**config.mk**
```make
export PLATFORM = sky130hd
export DESIGN_NAME = ump_group_window_router
export DESIGN_NICKNAME = d
export VERILOG_FILES = /design/src/rtl/core/umpgw_pkg.sv /design/src/rtl/core/umpgw_front.sv /design/src/rtl/core/umpgw_queue.sv /design/src/rtl/core/umpgw_back.sv /design/src/rtl/core/ump_group_window_router.sv
export SDC_FILE = /design/constraint.sdc
export NUM_CORES = 1
export LEC_CHECK = 0
export ABC_AREA = 0
export BUFFER_PORTS_ARGS = -buffer_cell sky130_fd_sc_hd__buf_4
export CORE_MARGIN = 2
export CORE_UTILIZATION = 66
export DETAILED_ROUTE_END_ITERATION = 16
export PLACE_DENSITY = 0.86
export SYNTH_ARGS = -nofsm -noshare
export SYNTH_HDL_FRONTEND = slang
export SYNTH_SLANG_ARGS = --single-unit
```
**constraint.sdc**
```tcl
create_clock -name clk -period 32.4 [get_ports clk]
set_clock_uncertainty 0.15 [all_clocks]
set_input_delay 6.48 -clock clk [delete_from_list [all_inputs] [get_ports clk]]
set_output_delay 6.48 -clock clk [all_outputs]
set_load 0.05 [all_outputs]
```
**src/rtl/core/umpgw_pkg.sv**
```systemverilog
// Shared types, constants and helper functions for the UMP group window router.
// Used by the front, queue, back and top-level modules; depends on nothing else.
package umpgw_pkg;

  localparam int MAX_SLOT_COUNT    = 4;
  localparam int HOST_DEVICE_COUNT = 4;
  localparam int QUEUE_DEPTH       = 2;
  localparam int QPTR_W            = $clog2(QUEUE_DEPTH);

  localparam logic [31:0] GROUP_CLEAR_MASK = 32'hF0FF_FFFF;

  // Message types that are never forwarded from the host side.
  localparam logic [3:0] MT_UTILITY    = 4'h0;
  localparam logic [3:0] MT_RESERVED_E = 4'hE;
  localparam logic [3:0] MT_STREAM     = 4'hF;

  typedef enum logic [1:0] {
    DEST_PC     = 2'd0,
    DEST_HOST   = 2'd1,
    DEST_BRIDGE = 2'd2
  } dest_t;

  typedef enum logic [2:0] {
    REG_SLOT_COUNT      = 3'd0,
    REG_GROUPS_PER_SLOT = 3'd1,
    REG_SLOT_ACTIVE     = 3'd2,
    REG_SLOT_HOST_VALID = 3'd3,
    REG_SLOT_HOST_INDEX = 3'd4
  } reg_index_t;

  typedef struct packed {
    logic [2:0] slot_count;
    logic [4:0] groups_per_slot;
    logic [3:0] slot_active_mask;
    logic [3:0] slot_host_valid_mask;
    logic [7:0] slot_host_index;
  } cfg_t;

  // One routed packet waiting to be sent.
  typedef struct packed {
    logic [3:0][31:0] words;
    logic [1:0]       last_idx;
    dest_t            dest;
    logic [1:0]       host;
  } pkt_t;

  // Packet length in words by message type.
  localparam logic [2:0] LEN_BY_TYPE [16] = '{
    3'd1, 3'd1, 3'd1, 3'd2,
    3'd2, 3'd4, 3'd1, 3'd1,
    3'd2, 3'd2, 3'd2, 3'd3,
    3'd3, 3'd4, 3'd4, 3'd4
  };

  typedef struct packed {
    logic [3:0] quo;
    logic [4:0] rem;
  } divmod_t;

  // Four-step restoring division of a group nibble by a window width of 1 to 16.
  function automatic divmod_t group_divmod(input logic [3:0] grp, input logic [4:0] width);
    divmod_t    res;
    logic [4:0] r;
    res = '0;
    r   = '0;
    for (int i = 3; i >= 0; i--) begin
      r = {r[3:0], grp[i]};
      if (r >= width) begin
        r = r - width;
        res.quo[i] = 1'b1;
      end
    end
    res.rem = r;
    return res;
  endfunction

endpackage

```
**src/rtl/core/umpgw_front.sv**
```systemverilog
// Front end: gathers packet words, decides the route and rewrites the group.
// Depends on umpgw_pkg; pushes routed packets into umpgw_queue.
module umpgw_front
  import umpgw_pkg::*;
(
  input  logic        clk,
  input  logic        rst,
  input  cfg_t        cfg,
  input  logic        accept,
  input  logic        op,
  input  logic [1:0]  source_host,
  input  logic [31:0] ump_word,
  input  logic        buffer_end,
  output logic        push,
  output pkt_t        push_pkt
);

  logic [1:0]  held;
  logic [2:0]  expected;
  logic [31:0] store [0:2];

  logic [2:0]  exp_now;
  logic [2:0]  count;
  logic        complete;
  logic [31:0] word0;
  logic [3:0]  mt;
  logic [3:0]  grp;
  logic [4:0]  gwin;
  logic [2:0]  nslots;
  divmod_t     dm;
  logic        drop;
  logic        forwardable;
  logic        host_found;
  logic [1:0]  host_slot;
  logic [6:0]  pc_grp_sum;
  logic [1:0]  q_host;
  logic        q_in_use;

  function automatic logic [1:0] host_of(input logic [7:0] idx, input logic [1:0] slot);
    return idx[2*slot +: 2];
  endfunction

  always_comb begin
    exp_now  = (held == 2'd0) ? LEN_BY_TYPE[ump_word[31:28]] : expected;
    count    = {1'b0, held} + 3'd1;
    complete = (count >= exp_now);
    word0    = (held == 2'd0) ? ump_word : store[0];
    mt       = word0[31:28];
    grp      = word0[27:24];

    if (cfg.groups_per_slot == 5'd0) begin
      gwin = 5'd1;
    end else if (cfg.groups_per_slot > 5'd16) begin
      gwin = 5'd16;
    end else begin
      gwin = cfg.groups_per_slot;
    end
    nslots = (int'(cfg.slot_count) > MAX_SLOT_COUNT) ? 3'(MAX_SLOT_COUNT) : cfg.slot_count;
    dm = group_divmod(grp, gwin);
    forwardable = (mt != MT_UTILITY) && (mt != MT_RESERVED_E) && (mt != MT_STREAM);

    // Lowest slot in use that maps the source host device.
    host_found = 1'b0;
    host_slot  = 2'd0;
    for (int s = 3; s >= 0; s--) begin
      if ((3'(s) < nslots) && cfg.slot_host_valid_mask[s] &&
          (host_of(cfg.slot_host_index, 2'(s)) == source_host)) begin
        host_found = 1'b1;
        host_slot  = 2'(s);
      end
    end
    pc_grp_sum = 7'(host_slot) * 7'(gwin) + 7'(dm.rem);

    q_in_use = forwardable && (dm.quo < 4'(nslots)) && (dm.quo < 4'd4) &&
               cfg.slot_active_mask[dm.quo[1:0]];
    q_host   = host_of(cfg.slot_host_index, dm.quo[1:0]);

    push_pkt          = '0;
    push_pkt.last_idx = 2'(exp_now - 3'd1);
    for (int k = 0; k < 3; k++) begin
      if (2'(k) != held) begin
        push_pkt.words[k] = store[k];
      end else begin
        push_pkt.words[k] = ump_word;
      end
    end
    push_pkt.words[3] = ump_word;

    drop = 1'b0;
    if (!op) begin
      drop = !forwardable || !host_found || (int'(source_host) >= HOST_DEVICE_COUNT);
      push_pkt.dest     = DEST_PC;
      push_pkt.words[0] = (word0 & GROUP_CLEAR_MASK) | {4'h0, pc_grp_sum[3:0], 24'h0};
    end else if (q_in_use) begin
      drop = !cfg.slot_host_valid_mask[dm.quo[1:0]] || (int'(q_host) >= HOST_DEVICE_COUNT);
      push_pkt.dest     = DEST_HOST;
      push_pkt.host     = q_host;
      push_pkt.words[0] = (word0 & GROUP_CLEAR_MASK) | {4'h0, dm.rem[3:0], 24'h0};
    end else begin
      push_pkt.dest     = DEST_BRIDGE;
      push_pkt.words[0] = word0;
    end

    push = accept && complete && !drop;
  end

  always_ff @(posedge clk) begin
    if (rst) begin
      held     <= 2'd0;
      expected <= 3'd0;
    end else if (accept) begin
      expected <= exp_now;
      if (complete || buffer_end) begin
        held <= 2'd0;
      end else begin
        held <= held + 2'd1;
      end
    end
  end

  always_ff @(posedge clk) begin
    if (accept && !complete) begin
      store[held] <= ump_word;
    end
  end

endmodule

```
**src/rtl/core/umpgw_queue.sv**
```systemverilog
// Short packet queue between the front end and the back end.
// Depends on umpgw_pkg for the packet type and depth.
module umpgw_queue
  import umpgw_pkg::*;
(
  input  logic clk,
  input  logic rst,
  input  logic push,
  input  pkt_t push_pkt,
  input  logic pop,
  output pkt_t head,
  output logic empty,
  output logic full
);

  pkt_t              entries [QUEUE_DEPTH];
  logic [QPTR_W-1:0] wr_ptr;
  logic [QPTR_W-1:0] rd_ptr;
  logic [QPTR_W:0]   fill;

  assign empty = (fill == '0);
  assign full  = (fill == (QPTR_W + 1)'(QUEUE_DEPTH));
  assign head  = entries[rd_ptr];

  always_ff @(posedge clk) begin
    if (rst) begin
      wr_ptr <= '0;
      rd_ptr <= '0;
      fill   <= '0;
    end else begin
      if (push) begin
        wr_ptr <= (wr_ptr == QPTR_W'(QUEUE_DEPTH - 1)) ? '0 : wr_ptr + 1'b1;
      end
      if (pop) begin
        rd_ptr <= (rd_ptr == QPTR_W'(QUEUE_DEPTH - 1)) ? '0 : rd_ptr + 1'b1;
      end
      if (push && !pop) begin
        fill <= fill + 1'b1;
      end else if (pop && !push) begin
        fill <= fill - 1'b1;
      end
    end
  end

  always_ff @(posedge clk) begin
    if (push) begin
      entries[wr_ptr] <= push_pkt;
    end
  end

endmodule

```
**src/rtl/core/umpgw_back.sv**
```systemverilog
// Back end: takes routed packets from the queue and sends them a word at a time.
// Depends on umpgw_pkg for the packet and destination types.
module umpgw_back
  import umpgw_pkg::*;
(
  input  logic        clk,
  input  logic        rst,
  input  logic        q_empty,
  input  pkt_t        q_head,
  output logic        pop,
  output logic        out_valid,
  input  logic        out_ready,
  output logic [31:0] out_word,
  output dest_t       out_dest,
  output logic [1:0]  out_host,
  output logic        out_last
);

  pkt_t       cur;
  logic       busy;
  logic [1:0] k;
  logic       fire;

  always_comb begin
    fire      = busy && out_ready;
    out_last  = (k == cur.last_idx);
    pop       = !q_empty && (!busy || (fire && out_last));
    out_valid = busy;
    out_word  = cur.words[k];
    out_dest  = cur.dest;
    out_host  = cur.host;
  end

  always_ff @(posedge clk) begin
    if (rst) begin
      busy <= 1'b0;
      k    <= 2'd0;
    end else if (pop) begin
      busy <= 1'b1;
      k    <= 2'd0;
    end else if (fire) begin
      if (out_last) begin
        busy <= 1'b0;
      end else begin
        k <= k + 2'd1;
      end
    end
  end

  always_ff @(posedge clk) begin
    if (pop) begin
      cur <= q_head;
    end
  end

endmodule

```
**src/rtl/core/ump_group_window_router.sv**
```systemverilog
// Top level of the UMP group window router: configuration registers and the
// front end, packet queue and back end. Depends on umpgw_pkg and the umpgw_* modules.
//
// Usage: 32-bit Universal MIDI Packet words enter on the s_axis channel, one word per
// transfer, with tuser telling whether the word came from a host device (and which one)
// or from the PC, and tlast marking the final word of a delivered buffer. The front end
// gathers a packet, whose length follows from the message type of its first word, and
// when the last word arrives it decides the route in the same cycle: to the PC with the
// group moved into the slot's window, to a host device with a local group, to the
// bridge endpoint, or nowhere. Routed packets wait in a two-entry packet queue and the
// back end sends them on m_axis, one word per transfer, with tlast on the final word.
// With the back end idle, a packet is written into the queue as its last input word is
// accepted; the back end then loads it and raises tvalid for its first word. Throughput:
// one word per cycle in while a queue entry is free, and one word per cycle out while
// packets wait and m_axis_tready is high; the input is held off only while both queue
// entries are occupied. Dropped and cut-short packets produce no output.
// Reset restores the default configuration, discards any partial packet and empties
// the queue. Configuration is written on the cfg channel, which is always ready, and
// should only be changed while no packet is in flight.
module ump_group_window_router
  import umpgw_pkg::*;
(
  input  logic        clk,
  input  logic        rst,
  // Input words.
  input  logic        s_axis_tvalid,
  output logic        s_axis_tready,
  input  logic [31:0] s_axis_tdata,   // ump_word
  input  logic [2:0]  s_axis_tuser,   // op [0], source_host [2:1]
  input  logic        s_axis_tlast,   // buffer_end
  // Routed words.
  output logic        m_axis_tvalid,
  input  logic        m_axis_tready,
  output logic [31:0] m_axis_tdata,   // out_word
  output logic [3:0]  m_axis_tuser,   // destination [1:0], target_host [3:2]
  output logic        m_axis_tlast,   // packet_last
  // Configuration writes.
  input  logic        cfg_valid,
  output logic        cfg_ready,
  input  logic [2:0]  cfg_index,
  input  logic [7:0]  cfg_data
);

  cfg_t       cfg;
  logic       in_accept;
  logic       push;
  pkt_t       push_pkt;
  logic       pop;
  pkt_t       q_head;
  logic       q_empty;
  logic       q_full;
  dest_t      out_dest;
  logic [1:0] out_host;

  // The queue is checked as a whole, so a completing word always finds a free entry.
  assign s_axis_tready = !q_full;
  assign in_accept     = s_axis_tvalid && s_axis_tready;
  assign cfg_ready     = 1'b1;
  assign m_axis_tuser  = {out_host, out_dest};

  always_ff @(posedge clk) begin
    if (rst) begin
      cfg.slot_count           <= 3'd4;
      cfg.groups_per_slot      <= 5'd4;
      cfg.slot_active_mask     <= 4'd0;
      cfg.slot_host_valid_mask <= 4'd0;
      cfg.slot_host_index      <= 8'd0;
    end else if (cfg_valid && cfg_ready) begin
      unique case (cfg_index)
        REG_SLOT_COUNT:      cfg.slot_count           <= cfg_data[2:0];
        REG_GROUPS_PER_SLOT: cfg.groups_per_slot      <= cfg_data[4:0];
        REG_SLOT_ACTIVE:     cfg.slot_active_mask     <= cfg_data[3:0];
        REG_SLOT_HOST_VALID: cfg.slot_host_valid_mask <= cfg_data[3:0];
        REG_SLOT_HOST_INDEX: cfg.slot_host_index      <= cfg_data;
        default: ;
      endcase
    end
  end

  umpgw_front u_front (
    .clk         (clk),
    .rst         (rst),
    .cfg         (cfg),
    .accept      (in_accept),
    .op          (s_axis_tuser[0]),
    .source_host (s_axis_tuser[2:1]),
    .ump_word    (s_axis_tdata),
    .buffer_end  (s_axis_tlast),
    .push        (push),
    .push_pkt    (push_pkt)
  );

  umpgw_queue u_queue (
    .clk      (clk),
    .rst      (rst),
    .push     (push),
    .push_pkt (push_pkt),
    .pop      (pop),
    .head     (q_head),
    .empty    (q_empty),
    .full     (q_full)
  );

  umpgw_back u_back (
    .clk       (clk),
    .rst       (rst),
    .q_empty   (q_empty),
    .q_head    (q_head),
    .pop       (pop),
    .out_valid (m_axis_tvalid),
    .out_ready (m_axis_tready),
    .out_word  (m_axis_tdata),
    .out_dest  (out_dest),
    .out_host  (out_host),
    .out_last  (m_axis_tlast)
  );

endmodule
```
Word level (Yosys, flattened, before mapping)

Memories as Yosys holds them, arrays and structs flattened. A register that Yosys moved wholly into a read port is not among the register bits.
Cells that the tools add are included.

Flip-flop bits (word level): 36
Bits in latches: 0
Bits in writable memories: 364
Memory bits (read-only): 48
Output and inout port bits: 40
Word-level logic and storage cells: 166
Memories: 3

$add $sub $neg: 13
Multipliers: 1
Div/mod/pow operators: 0
Order comparisons: 16
Equal/unequal tests: 14
Shift operators: 1
Multiplexer cells: 51
Bitwise logic cells: 4
Reduce and logical (&&, ||, !) cells: 51

Memories:

| memory           | depth | bits a word | rd ports | clocked after memory_dff | write ports | RTL line          | RTL |
|---|---|---|---|---|---|---|---|
| u_queue.entries  | 2     | 134         | 1        | 1                        | 1           | umpgw_queue.sv:16 | `pkt_t entries [QUEUE_DEPTH];` |
| u_front.store    | 3     | 32          | 3        | 0                        | 1           | umpgw_front.sv:20 | `logic [31:0] store [0:2];` |
| (name not given) | 16    | 3           | 1        | 0                        | 0           | umpgw_front.sv:44 | `exp_now = (held == 2'd0) ? LEN_BY_TYPE[ump_word[31:28]] : expected;` |

Operator list:

| cell                                                        | count |
|---|---|
| two-way mux 32 bit                                          | 6 |
| binary-select mux 32 bit (select 2 bit)                     | 1 |
| bitwise OR 32 x 28 -> 32 bit                                | 2 |
| logical AND 1 bit                                           | 22 |
| two-way mux 2 bit                                           | 11 |
| two-way mux 1 bit                                           | 21 |
| two-way mux 4 bit                                           | 4 |
| greater-or-equal comparator 5 bit                           | 3 |
| AND reduction 2 bit                                         | 7 |
| two-way mux 3 bit                                           | 4 |
| subtractor 4 bit                                            | 3 |
| equality test 2 bit                                         | 5 |
| zero test 1 bit                                             | 10 |
| two-way mux 5 bit                                           | 2 |
| inequality test 4 bit (second input constant)               | 2 |
| variable part select 8 x 4 -> 2 bit                         | 1 |
| adder 2 x 1 -> 2 bit (second input constant)                | 3 |
| equality test 3 x 2 -> 1 bit (second input constant)        | 2 |
| less-than comparator 1 x 3 -> 1 bit (first input constant)  | 2 |
| less-than comparator 2 x 3 -> 1 bit (first input constant)  | 2 |
| less-than comparator 2 x 3 -> 1 bit (second input constant) | 2 |
| nonzero test 2 bit                                          | 3 |
| greater-or-equal comparator 1 x 5 -> 1 bit                  | 1 |
| greater-or-equal comparator 5 bit (second input constant)   | 1 |
| other kinds (25)                                            | 31 |

Logic depth before layout (Yosys ltp)

Gate-level depths: netlist of run 1.

Word-level depth: 23
Mapped depth: 38
Mapped depth without buffers: 35

By module

Synthesis of run 1 repeated with hierarchy kept, for this count alone.

Cell total of the unflattened synthesis: 1202
Area total of the unflattened synthesis: 22315.2 um^2

Modules (own cells, without submodules):

| module                  | instances | cells an instance | area each (um^2) | seq. area each (um^2) |
|---|---|---|---|---|
| umpgw_queue             | 1         | 439               | 10112.2          | 8147.8 |
| umpgw_front             | 1         | 465               | 6043.3           | 2982.9 |
| umpgw_back              | 1         | 201               | 5138.7           | 4083.9 |
| ump_group_window_router | 1         | 97                | 1021.0           | 480.5 |

Worst setup path before layout of run 1

OpenSTA, ideal clock, no wires.

Kind: input port to flip-flop
Start: input s_axis_tdata[27]
End: memory u_queue.entries[0][0] (netlist bit), enable pin
Arrival: 14.767 ns
Slack: 16.974 ns
Cell stages on the path: 28
Path through: mux2i_1 -> ha_1 -> inv_1 -> ha_1 -> xnor2_1 -> and2_1 -> ha_1 -> nand2_1 -> a311o_1 -> and2_1 -> clkbuf_1 -> mux2_2 -> inv_1 -> ha_1 -> nor2b_1 -> o31ai_4 -> a21oi_4 -> buf_1 -> mux2_2 -> ha_1 -> o21ai_0 -> nand2b_1 -> a21oi_1 -> a221oi_4 -> mux2_4 -> nand2_4 -> o21a_1 -> and2_1

Longest elaborated chain between the ends: 19
Elaborated cells on any way between the ends: 31
Those cells by class: add/sub (3); order compare (6); mux (16); reduce/logical (6)

RTL lines:

| what                                                                                           | RTL line                         | RTL |
|---|---|---|
| from (decl)                                                                                    | ump_group_window_router.sv:28    | `input logic [31:0] s_axis_tdata,` |
| two-way mux 32 bit (*)                                                                         | umpgw_front.sv:47                | `word0 = (held == 2'd0) ? ump_word : store[0];` |
| subtractor 1 x 4 -> 4 bit / greater-or-equal comparator 1 x 5 -> 1 bit (equally long branches) | umpgw_pkg.sv:69, umpgw_pkg.sv:68 |  |
| two-way mux 4 bit                                                                              | umpgw_pkg.sv:68                  | `if (r >= width) begin` |
| subtractor 4 bit / greater-or-equal comparator 5 bit (equally long branches)                   | umpgw_pkg.sv:69, umpgw_pkg.sv:68 |  |
| two-way mux 4 bit                                                                              | umpgw_pkg.sv:68                  |  |
| subtractor 4 bit / greater-or-equal comparator 5 bit (equally long branches)                   | umpgw_pkg.sv:69, umpgw_pkg.sv:68 |  |
| two-way mux 4 bit                                                                              | umpgw_pkg.sv:68                  |  |
| greater-or-equal comparator 5 bit                                                              | umpgw_pkg.sv:68                  |  |
| (+2 left out)                                                                                  | -                                |  |
| logical AND 1 bit (3 in a row)                                                                 | umpgw_front.sv:74                | `q_in_use = forwardable && (dm.quo < 4'(nslots)) && (dm.quo < 4'd4) &&` |
| two-way mux 1 bit (*)                                                                          | umpgw_front.sv:94                | `end else if (q_in_use) begin` |
| two-way mux 1 bit (*)                                                                          | umpgw_front.sv:90                | `if (!op) begin` |
| zero test 1 bit (*)                                                                            | umpgw_front.sv:104               | `push = accept && complete && !drop;` |
| logical AND 1 bit (*)                                                                          | umpgw_front.sv:104               |  |
| named net push                                                                                 | ump_group_window_router.sv:46    | `logic push;` |
| two-way mux 1 bit (*)                                                                          | umpgw_queue.sv:46                | `if (push) begin` |
| two-way mux 1 bit (not written as such) (*)                                                    | umpgw_queue.sv:47                | `entries[wr_ptr] <= push_pkt;` |
| to (decl)                                                                                      | umpgw_queue.sv:16                |  |

Mark *: on every way through the listed nets, which the timed path passes. The rest lies on a longest branch. The select of a mux whose other input is x is not followed.

Final worst setup path of run 1

Start: input s_axis_tdata[27]
End: memory u_queue.entries[0][52] (netlist bit), enable pin

Same word-level chain as after synthesis.

==> results of run 1 <==
[cells in the final DEF (no fill, tap or decap), types with 15 or more instances in the layout]
master / count
o21ai_0: 16
a21oi_1: 19
inv_1: 23
mux4_2: 32
buf_4: 102
mux2_2: 231
nand2_1: 16
xnor2_1: 15
mux2i_1: 35
clkinv_2: 18
edfxtp_1: 498
clkbuf_16: 51
nor2_1: 53
ha_1: 24
dfxtp_1: 33
[flip-flops by register name, indices dropped and copies added, names as in the netlist]
| signal | cells |
|---|---|
| u_back.cur | 130 |
| u_queue.entries | 268 |
| cfg | 24 |
| u_back.k | 2 |
| u_front.held | 2 |
| u_back.out_valid | 1 |
| u_front.expected | 3 |
| u_queue.rd_ptr | 1 |
| u_back.out_dest | 2 |
| u_queue.fill | 2 |
| u_queue.wr_ptr | 1 |
| u_back.out_host | 2 |
| u_front.store | 96 |
[power by group]
part	internal, mW	switching (mW)	total (mW)
logic	0.155	0.250	0.405
clock network	0.337	0.247	0.584
registers	0.898	0.0474	0.945
total	1.39	0.545	1.93
[per-stage QoR]
stage                     utilization [%]  hold slack [ns]
after detailed placement             70.2            0.330
after floorplan                         -            0.304
final                                75.3            0.341
after CTS                            75.3            0.346
after global placement               70.2            0.313
after global routing                 75.3            0.376
[path summary, 6_finish.rpt]
path	startpoint	slack (ns)	endpoint
worst min-delay path	u_front.expected[2]	0.34	u_front.expected[2]
worst max register to register	u_front.held[0]	23.75	u_queue.entries[0][52]
worst min register to register	u_front.expected[2]	0.34	u_front.expected[2]
worst max-delay path	s_axis_tdata[27]	18.49	u_queue.entries[0][52]
[routing by layer]
layer	vias to the layer above	part of all wire, %
li1	4755	-
met1	5303	40
met2	342	52
met3	75	5.9
met4	2	2.6
met5	-	0.038
[kinds of logic (layout without fill, tap and decap cells)]
| logic type | count (synthesis) | after routing | share of synthesized area, % |
|---|---|---|---|
| simple gates | 131 | 131 | 3.11 |
| other cells | 1 | 1 | 0.0174 |
| xor+xnor | 26 | 26 | 1.06 |
| mux | 301 | 301 | 17.4 |
| buf+inv | 73 | 219 | 1.37 |
| compound gates | 65 | 65 | 2.18 |
| fa+ha+maj | 32 | 32 | 2.04 |
| flops | 534 | 534 | 72.8 |
[worst max-delay path: stages]
cell,delay (ns)
buf_4,0.14
mux2i_1,0.24
ha_1,0.23
inv_1,0.06
ha_1,0.18
xnor2_1,0.12
and2_1,0.20
ha_1,0.31
nand2_1,0.07
a311o_1,0.30
and2_1,0.23
mux2_2,0.30
inv_1,0.05
ha_1,0.28
nor2b_1,0.25
o31ai_4,0.11
a21oi_4,0.44
mux2_2,0.41
ha_1,0.31
o21ai_0,0.10
nand2b_1,0.09
a21oi_1,0.09
a221oi_4,0.54
mux2_4,0.41
nand2_4,0.10
o21a_1,0.17
and2_4,0.71
buf_4,0.93
[area by class of cell]
class                           count  area (sq um)  area share, %
Clock buffer                       54          1290           5.30
Inverter                           23          86.3          0.355
Multi-Input combinational cell    556          5580           22.9
Clock inverter                     40           363           1.49
Timing Repair Buffer              102           766           3.15
Tap cell                          442           553           2.27
Sequential cell                   534         15700           64.5
==> results.toml, run 1 <==
[outcome]
outcome = "completed"

[global_route]
grt-busiest-layer = "met2"
track_usage_pct = 24.3
use_met3_pct = 4.74
grt_overflow = 0
grt_max_degree = 77
use_met1_pct = 31.1
met2_usage_pct = 41.9
grt_pass1_vias = 11100
grt_pass1_wl_um = 61700
antenna_found_initial = 1

[synth]
yosysMostFrequentCell = "edfxtp_1"
synth_edf_count = 498
synthCells = 1163
synthArstFlopShare_pct = 0
synth.net_count = 1247
synth_common_cells = "498 x edfxtp_1, 231 x mux2_2, 53 x nor2_1"
synthFlopType = "edfxtp_1"
synthesis.area_sq_um = 21500
synth_warnings = 0
ys_types = 63
yosys.area.top_type = "edfxtp_1"
synth_top_cell_area_share_pct = 69.5
synth.top_cells.by_area = "edfxtp_1 70%, mux2_2 12%, dfxtp_1 3.3%, mux4_2 3.3%, mux2i_1 1.6%"
synth_seq_cells = 534
avgSynthCellArea_sq_um = 18.5
synth_seq_area_share_pct = 72.8

[die]
dieHeight_um = 185
die-area_sq_um = 34100
row_count = 66
io_pins = 92
fp.dieW_um = 185
start_util_pct = 66.6
design.core.area_sq_um = 32300

[final_layout]
area_delta_synth_final_pct = 13.0
finalNonFillerCells = 1751
nFillCells = 1720
layout-drive-gt1-share_pct = 36.2
design_area_sq_um = 24300
layout.nets = 1352
insertedDiodeCount = 0

[drt]
drc = 0
postRouteAntennaNets = 0
avgViaCountPerCell = 5.98
vias = 10500
drtIter0Drc = 877
drt_pre_antenna_iters = 5
post_drt_wl_per_cell_um = 22.8
wirelength_um = 39900

[cts]
htree_levels = 2
post_cts_resized = 0
clk_pin_slew_ns = 0.06
postCtsSetupRepairBufs = 0
cts_root_buf = "clkbuf_16"
clkLatencyLatePin_ns = 0.56
tritoncts = "done"
cts_buffers = 51
hold_buffers = 0
cts_buffer_depth = 3
cts_sinks = 534

[timing]
rsz0062_at_grt = "false"
setup_slack_ns = 18.49
setup_tns_ns = 0
final.min_clock_period_ns = 13.91
worst_pin_slew_ns = 1.17
slew-limit-headroom_pct = 22.2
hold_violations = 0
fmax_mhz = 71.9
setup_viol = 0
slew_viol_final = 0
post-route-period-util_pct = 42.9

[placement]
dp_slack_ns = 17.95
place_hpwl_um = 21900
place_area_sq_um = 22700
routabilityCongestion = 0.849
dp_cells = 1657
portBuffers = 90

[power]
pwr_density_cell_nw_per_um2 = 79.5
fin_total_pwr_mw = 1.93
p_leak_nw = 8.22
vdd_drop_max_uv = 52.6

[critical_path]
r2r_cells = 29
crit_fanout = 76
worstPathRequired_ns = 32.42
critPathLaunchType = "primary input"
arrival_ns = 13.93
critical_path_class = "in -> reg"
crit_path_end_kind = "flop"

[min_path]
hold_depth = 2
hold_class = "reg -> reg"

[run]
cap_violations = 0
(Power assumes the default switching activity.)
==> run 2, diff against run 1 <==
- CORE_UTILIZATION: 66 -> 61
- PLACE_DENSITY: 0.86 -> 0.8
- clock period: 32.4 -> 14.1 ns (I/O delays scaled with it)
==> results.toml, run 2 (synthesized netlist as in run 1, its figures left out) <==
[outcome]
outcome = "completed"

[timing]
slew_viol_final = 0
hold_violations = 0
setup_slack_ns = 3.85
rsz0062_at_grt = "false"
final.min_clock_period_ns = 10.25
slew-limit-headroom_pct = 24.1
setup_viol = 0
worst_pin_slew_ns = 1.14
post-route-period-util_pct = 72.7
setup_tns_ns = 0
fmax_mhz = 97.5

[placement]
dp_cells = 1669
dp_slack_ns = 3.29
routabilityCongestion = 0.881
place_hpwl_um = 22200
portBuffers = 90
place_area_sq_um = 22700

[drt]
post_drt_wl_per_cell_um = 22.3
drtIter0Drc = 797
drc = 0
vias = 10400
postRouteAntennaNets = 0
avgViaCountPerCell = 5.92
wirelength_um = 39200
drt_pre_antenna_iters = 5

[final_layout]
largest_reg_flops = 268
layout.nets = 1351
layout-drive-gt1-share_pct = 34.9
regMostFlops = "u_queue.entries"
final_cell_mix = "498 x edfxtp_1, 231 x mux2_2, 101 x buf_4"
area_delta_synth_final_pct = 12.7
reg_top3 = "u_queue.entries: 268 flops, u_back.cur: 130 flops, u_front.store: 96 flops"
finalNonFillerCells = 1760
layout_commonest_cell = "edfxtp_1"
design_area_sq_um = 24200

[cts]
clkLatencyLatePin_ns = 0.57
post_cts_resized = 0
cts_buffers = 51
hold_buffers = 0
tritoncts = "done"
cts_buffer_depth = 3
postCtsSetupRepairBufs = 0
clk_pin_slew_ns = 0.06
htree_levels = 2
cts_root_buf = "clkbuf_16"
cts_sinks = 534

[run]
cap_violations = 0

[power]
p_int_mw = 3.15
p_switching_mw = 1.22
power.share.combinational_pct = 21.2
p_sw_share_pct = 28.0
pwr_density_cell_nw_per_um2 = 180
clkPwrFrac_pct = 29.2
power_frac_seq_pct = 49.6
p_leak_nw = 8.14
vdd_drop_max_uv = 144

[critical_path]
crit_path_end_kind = "flop"
r2r_cells = 29
cp_slowest_cell = "and2_4"
arrival_ns = 10.29
critPathLaunchType = "primary input"
critical_path_class = "in -> reg"
critical-path-max-stage-delay_ns = 0.88
worstPathRequired_ns = 14.14
cp_common_cell = "ha_1"
crit_fanout = 75

[min_path]
hold_depth = 2
hold_class = "reg -> reg"

[die]
io_pins = 92
fp.dieW_um = 192
row_count = 68
dieHeight_um = 192
die-area_sq_um = 36800
start_util_pct = 62.1
design.core.area_sq_um = 34600

[global_route]
grt_pass1_vias = 10700
grt_overflow = 0
antenna_found_initial = 1
track_usage_pct = 22.1
grt_pass1_wl_um = 61100
grt_max_degree = 76
run 2: area by class of cell:
type,count,area (sq um)
Sequential cell,534,15700
Fill cell,2113,10400
Multi-Input combinational cell,556,5580
Clock buffer,70,1410
Timing Repair Buffer,101,758
Tap cell,455,569
Clock inverter,20,159
Inverter,23,86.3
Antenna cell,1,2.50
run 2: worst paths after layout:
kind / startpoint / endpoint / slack, ns
setup / recovery: s_axis_tdata[27] / u_queue.entries[0][20] / 3.85
hold / removal: u_front.expected[1] / u_front.expected[1] / 0.34
setup reg to reg: cfg[17] / u_queue.entries[0][20] / 5.31
hold reg to reg: u_front.expected[1] / u_front.expected[1] / 0.34
run 2: power by group through the flow:
stage	logic (mW)	clock network (mW)	registers, mW
2_1_floorplan	0.710	0	2.18
3_3_place_gp	0.917	0	2.19
3_5_place_dp	0.932	0	2.21
4_1_cts	0.938	1.30	2.18
5_1_grt	0.991	1.35	2.20
6_report	0.928	1.28	2.17
run 2: worst max-delay path, delay by kind of cell:
kind,cells,cell delay [ns]
XOR/XNOR,1,0.12
adder cells (fa/ha/maj),5,1.31
AND/OR/NAND/NOR,7,1.77
AO/OA/AOI/OAI,7,1.75
multiplexers,4,1.37
buffers and inverters,4,1.07
run 2: metrics by stage:
stage | util, % | hold WS, ns | power (mW)
4_1_cts | 70.0 | 0.344 | 4.41
6_report | 70.0 | 0.339 | 4.38
3_5_place_dp | 65.5 | 0.330 | 3.14
5_1_grt | 70.0 | 0.384 | 4.54
2_1_floorplan | - | 0.304 | 2.89
3_3_place_gp | 65.5 | 0.316 | 3.11
run 2: routing by layer:
metal / part of all wire (%) / GRT usage [%] / vias to the layer above
met4: 2.7 / 7.13 / 0
met1: 42 / 30.0 / 5344
li1: - / - / 4733
met5: 0 / 0 / -
met3: 4.8 / 3.64 / 74
met2: 50 / 36.8 / 271
